<file path="config.mk">
export PLATFORM = sky130hd
export DESIGN_NAME = obm_ctrl
export DESIGN_NICKNAME = d
export VERILOG_FILES = /design/src/rtl/obm_pkg.sv /design/src/rtl/obm_ctrl.sv
export SDC_FILE = /design/constraint.sdc
export NUM_CORES = 1
export LEC_CHECK = 0
export BUFFER_PORTS_ARGS = -buffer_cell sky130_fd_sc_hd__clkbuf_2
export CORE_AREA = 4 4 41 43
export DETAILED_ROUTE_END_ITERATION = 12
export DIE_AREA = 0 0 45 47
export PLACE_DENSITY = 0.77
export SYNTH_ARGS = -nofsm -noshare
export SYNTH_HDL_FRONTEND = slang
export SYNTH_SLANG_ARGS = --single-unit
</file>
<file path="constraint.sdc">
create_clock -name clk_i -period 5.1 [get_ports clk_i]
set_clock_uncertainty 0.1 [all_clocks]
set_input_delay 1.53 -clock clk_i [delete_from_list [all_inputs] [get_ports clk_i]]
set_output_delay 1.53 -clock clk_i [all_outputs]
set_load 0.05 [all_outputs]
</file>
<file path="src/rtl/obm_pkg.sv">
// Shared types and constants for the order book matcher.
package obm_pkg;

  localparam int MaxSide = 32;
  localparam int IdxW    = $clog2(MaxSide);
  localparam int CntW    = IdxW + 1;
  localparam int ValW    = 32;
  localparam int ResCap  = 63;
  localparam int ResW    = 6;

  localparam logic [1:0] SideAsk = 2'd0;
  localparam logic [1:0] SideBid = 2'd1;

  localparam logic CfgProduct = 1'b0;
  localparam logic CfgTime    = 1'b1;

  typedef enum logic [3:0] {
    S_LOAD,
    S_SORT_BEGIN,
    S_SORT_CHK,
    S_SORT_SCAN,
    S_MATCH_BEGIN,
    S_ICHK,
    S_ALAT,
    S_JCHK,
    S_EVAL,
    S_FINISH
  } state_e;

  typedef struct packed {
    logic load;
    logic sort_begin;
    logic scan_begin;
    logic scan_step;
    logic scan_commit;
    logic side;
    logic match_begin;
    logic ask_rd;
    logic ask_latch;
    logic i_inc;
    logic bid_rd;
    logic bid_eval;
    logic finish;
  } cmd_t;

  typedef struct packed {
    logic scan_end;
    logic pos_end;
    logic i_end;
    logic j_end;
    logic brk;
    logic need_push;
    logic out_free;
  } sts_t;

endpackage

</file>
<file path="src/rtl/obm_ctrl.sv">
// Sequencer for loading, sorting and matching one order book round.
module obm_ctrl (
  input  logic          clk_i,
  input  logic          rst_ni,
  input  logic          in_valid_i,
  input  logic          in_last_i,
  output logic          in_ready_o,
  input  obm_pkg::sts_t sts_i,
  output obm_pkg::cmd_t cmd_o
);
  import obm_pkg::*;

  state_e state_q, state_d;
  logic   side_q, side_d;

  always_ff @(posedge clk_i or negedge rst_ni) begin
    if (!rst_ni) begin
      state_q <= S_LOAD;
      side_q  <= 1'b0;
    end else begin
      state_q <= state_d;
      side_q  <= side_d;
    end
  end

  // next state
  always_comb begin
    state_d = state_q;
    side_d  = side_q;
    unique case (state_q)
      S_LOAD: begin
        if (in_valid_i && in_last_i) begin
          state_d = S_SORT_BEGIN;
          side_d  = 1'b0;
        end
      end
      S_SORT_BEGIN: state_d = S_SORT_CHK;
      S_SORT_CHK: begin
        if (sts_i.pos_end) begin
          if (!side_q) begin
            side_d  = 1'b1;
            state_d = S_SORT_BEGIN;
          end else begin
            state_d = S_MATCH_BEGIN;
          end
        end else begin
          state_d = S_SORT_SCAN;
        end
      end
      S_SORT_SCAN: begin
        if (sts_i.scan_end) state_d = S_SORT_CHK;
      end
      S_MATCH_BEGIN: state_d = S_ICHK;
      S_ICHK: state_d = sts_i.i_end ? S_FINISH : S_ALAT;
      S_ALAT: state_d = S_JCHK;
      S_JCHK: state_d = sts_i.j_end ? S_ICHK : S_EVAL;
      S_EVAL: begin
        if (!(sts_i.need_push && !sts_i.out_free)) begin
          state_d = sts_i.brk ? S_ICHK : S_JCHK;
        end
      end
      S_FINISH: begin
        if (sts_i.out_free) state_d = S_LOAD;
      end
      default: state_d = S_LOAD;
    endcase
  end

  // outputs
  always_comb begin
    cmd_o      = '0;
    cmd_o.side = side_q;
    in_ready_o = 1'b0;
    unique case (state_q)
      S_LOAD: begin
        in_ready_o = 1'b1;
        cmd_o.load = in_valid_i;
      end
      S_SORT_BEGIN:  cmd_o.sort_begin = 1'b1;
      S_SORT_CHK:    cmd_o.scan_begin = !sts_i.pos_end;
      S_SORT_SCAN: begin
        cmd_o.scan_commit = sts_i.scan_end;
        cmd_o.scan_step   = !sts_i.scan_end;
      end
      S_MATCH_BEGIN: cmd_o.match_begin = 1'b1;
      S_ICHK:        cmd_o.ask_rd = !sts_i.i_end;
      S_ALAT:        cmd_o.ask_latch = 1'b1;
      S_JCHK: begin
        cmd_o.i_inc  = sts_i.j_end;
        cmd_o.bid_rd = !sts_i.j_end;
      end
      S_EVAL:   cmd_o.bid_eval = !(sts_i.need_push && !sts_i.out_free);
      S_FINISH: cmd_o.finish = sts_i.out_free;
      default: ;
    endcase
  end

endmodule

</file>
==> results.txt <==
Status -> finished, final reports clean
P per Cell Area -> 637 nW/um^2
Area delta synth->final -> 23.1%
Slew HR -> 65.2%
Area contributors post-synth -> dfrtp_1, nor3_1, o32ai_4
Fin cells -> 108
GR peak layer -> met2
Final hold viol count -> 0
Worst-Skew Late Latency -> 0.24 ns
Slew @ Worst Pin -> 0.521 ns
Row count -> 13
FILL cells -> 142
RePlAce Congestion -> 0.835
Via density per instance -> 5.63
Fin crit period -> 3.88 ns
CP Data Required Time -> 3.47 ns
Number of synthesized flops with an enable pin -> 0
Num CTS Buffers -> 3
Post-synth top area share -> 23.1%
Routing usage on met3 -> 6.90%
Worst-path maximum fanout -> 3
Yosys cell types -> 32
Core Region -> 1300 sq um
Gr ovfl total -> 0
DIE AREA -> 2120 sq um
Setup bufs post-CTS -> 0
Nets -> 105
Post-synthesis cell area -> 541 sq um
Dominant cell type by area after synthesis -> dfrtp_1
Die W -> 45 um
Die Y -> 47 um
HPWL after DPL -> 1.15 mm
Starting Density -> 41.5%
CTS root buffer -> clkbuf_4
Syn Inst Count -> 72
GRT met2 Usage -> 24.6%
Final setup fails -> 0
Net Count, Synth -> 83
Clock tree buffer depth -> 2
# hold bufs at CTS -> 0
Global-route met1 utilization -> 16.6%
Dpl ws -> 1.23 ns
TritonCTS clock tree -> yes
I/O pins -> 25
#FFs+latches synth -> 5
Worst vdd ir -> 0.000339 V
Leakage -> 0.318 nW
Routed WL per cell -> 13.6 um
Ys flop type -> dfrtp_1
Critical path class -> in2out
Async SR Flop Fraction -> 100%
Setup TNS -> 0 ns
Final core area utilization -> 51.2%
Clock sinks -> 5
Routed WL -> 1.46 mm
Cts repair resizes -> 0
CTS H-tree depth -> 1
# placed instances -> 104
Pin count of the biggest net entering global routing -> 18
Worst min path class -> reg2reg
Register area share after synthesis -> 23.1%
Critical path arrival -> 2.25 ns
Highest clock rate -> 258 MHz
Final Max Tran Viols -> 0
Gr usage total -> 14.4%
Clock transition at the registers of the reported paths -> 0.04 ns
Worst setup SP type -> input pin
Initial antenna violation count -> 0
First-pass GRT wire length -> 2.23 mm
Number of global-route vias before repair -> 530
Final worst-path setup slack -> 1.22 ns
Critical path endpoint category -> output pin
Period utilisation layout -> 76.1%
DRT Pass-1 Iters -> 2
Placed Instance Area -> 639 sq um
Iteration-0 DRC Markers -> 6
Ant diodes -> 0
Share of cells above drive strength 1 -> 33.3%
Max-cap violation count -> 0
DR vias -> 608
Post-Layout Inst Area -> 666 sq um
DRC viols -> 0
RSZ-0062 raised after global routing -> false
Synth Area per Inst -> 7.51 sq um
Synth warn -> 0
IO buf count -> 24
Post-DRT Antenna Nets -> 0
==> registers in the layout, summed over array words and instances, names as in the netlist <==
signal   count
side_q       1
state_q      4
==> per-stage QoR <==
stage | hold WS [ns] | power, W
after global routing | 0.541 | 0.000453
after global placement | 0.462 | 0.000375
after CTS | 0.490 | 0.000426
final | 0.482 | 0.000424
after floorplan | 0.422 | 0.000334
after detailed placement | 0.480 | 0.000378
==> final cells by class <==
class,count,area (sq um),share of cell area [%]
tap,15,18.8,2.82
clock buffer,4,26.3,3.95
inverter,5,18.8,2.82
timing repair buffer,24,120,18.0
multi-input combinational,55,357,53.6
sequential,5,125,18.8
==> metal layers <==
layer / share of wire [%] / vias to the layer above
met4: 0.68 / 0
li1: - / 301
met5: 0 / -
met1: 43 / 277
met3: 10 / 2
met2: 46 / 28
==> worst max-delay path, stage by stage <==
cell	delay, ns
clkbuf_2	0.12
nor3_1	0.27
clkbuf_2	0.33
==> Yosys cell counts, types with 2 or more instances <==
cell,number
and2b_1,2
nor3_1,10
nand2b_1,3
a21boi_0,3
buf_2,2
inv_1,5
nand3_1,2
dfrtp_1,5
nor2_1,7
a32oi_1,2
a21oi_1,4
nand2_1,5
clkbuf_1,3
==> cells by family (layout without fill, tap and decap cells) <==
| kind of cell | count (synthesis) | count (layout) | synth area share, % |
|---|---|---|---|
| compound gates | 20 | 20 | 31.7 |
| buf+inv | 12 | 33 | 10.9 |
| flops | 5 | 5 | 23.1 |
| simple gates | 35 | 35 | 34.3 |
==> worst paths after layout <==
| kind | start | to | slack [ns] | depth (start not counted) |
|---|---|---|---|---|
| max in group asynchronous | rst_ni | state_q[2]$_DFFE_PN0P_ | 3.77 | 1 |
| worst max register to register | state_q[1]$_DFFE_PN0P_ | state_q[0]$_DFFE_PN0P_ | 3.26 | 4 |
| worst max-delay path | sts_i[6] | cmd_o[9] | 1.22 | 3 |
| worst min register to register | side_q$_DFFE_PN0P_ | side_q$_DFFE_PN0P_ | 0.48 | 2 |
| min in group asynchronous | rst_ni | state_q[1]$_DFFE_PN0P_ | 1.00 | 1 |
| worst min-delay path | side_q$_DFFE_PN0P_ | side_q$_DFFE_PN0P_ | 0.48 | 2 |
==> placed cells by master (no fill, tap or decap) <==
cell,n
clkbuf_2,24
nor3_1,10
nor2_1,7
nand2_1,5
inv_1,5
dfrtp_1,5
a21oi_1,4
nand2b_1,3
a21boi_0,3
clkbuf_4,3
and2b_1,2
nand3_1,2
a32oi_1,2
or2_1,1
or2b_1,1
nor2_2,1
and2_1,1
or4b_4,1
o32ai_4,1
a311oi_2,1
nor2b_1,1
o311ai_0,1
a22o_1,1
a211oi_1,1
o21bai_1,1
a2bb2oi_1,1
o22ai_1,1
a21o_1,1
o2111ai_1,1
o21ai_0,1
clkbuf_1,1
==> power by group <==
group | total [W] | switching [W] | leakage, nW | internal [W]
logic | 0.000277 | 0.000186 | 0.238 | 0.0000906
clock network | 0.0000448 | 0.0000153 | 0.0150 | 0.0000295
registers | 0.000103 | 0.0000479 | 0.0648 | 0.0000547
Power figures use the tool's default switching activity.
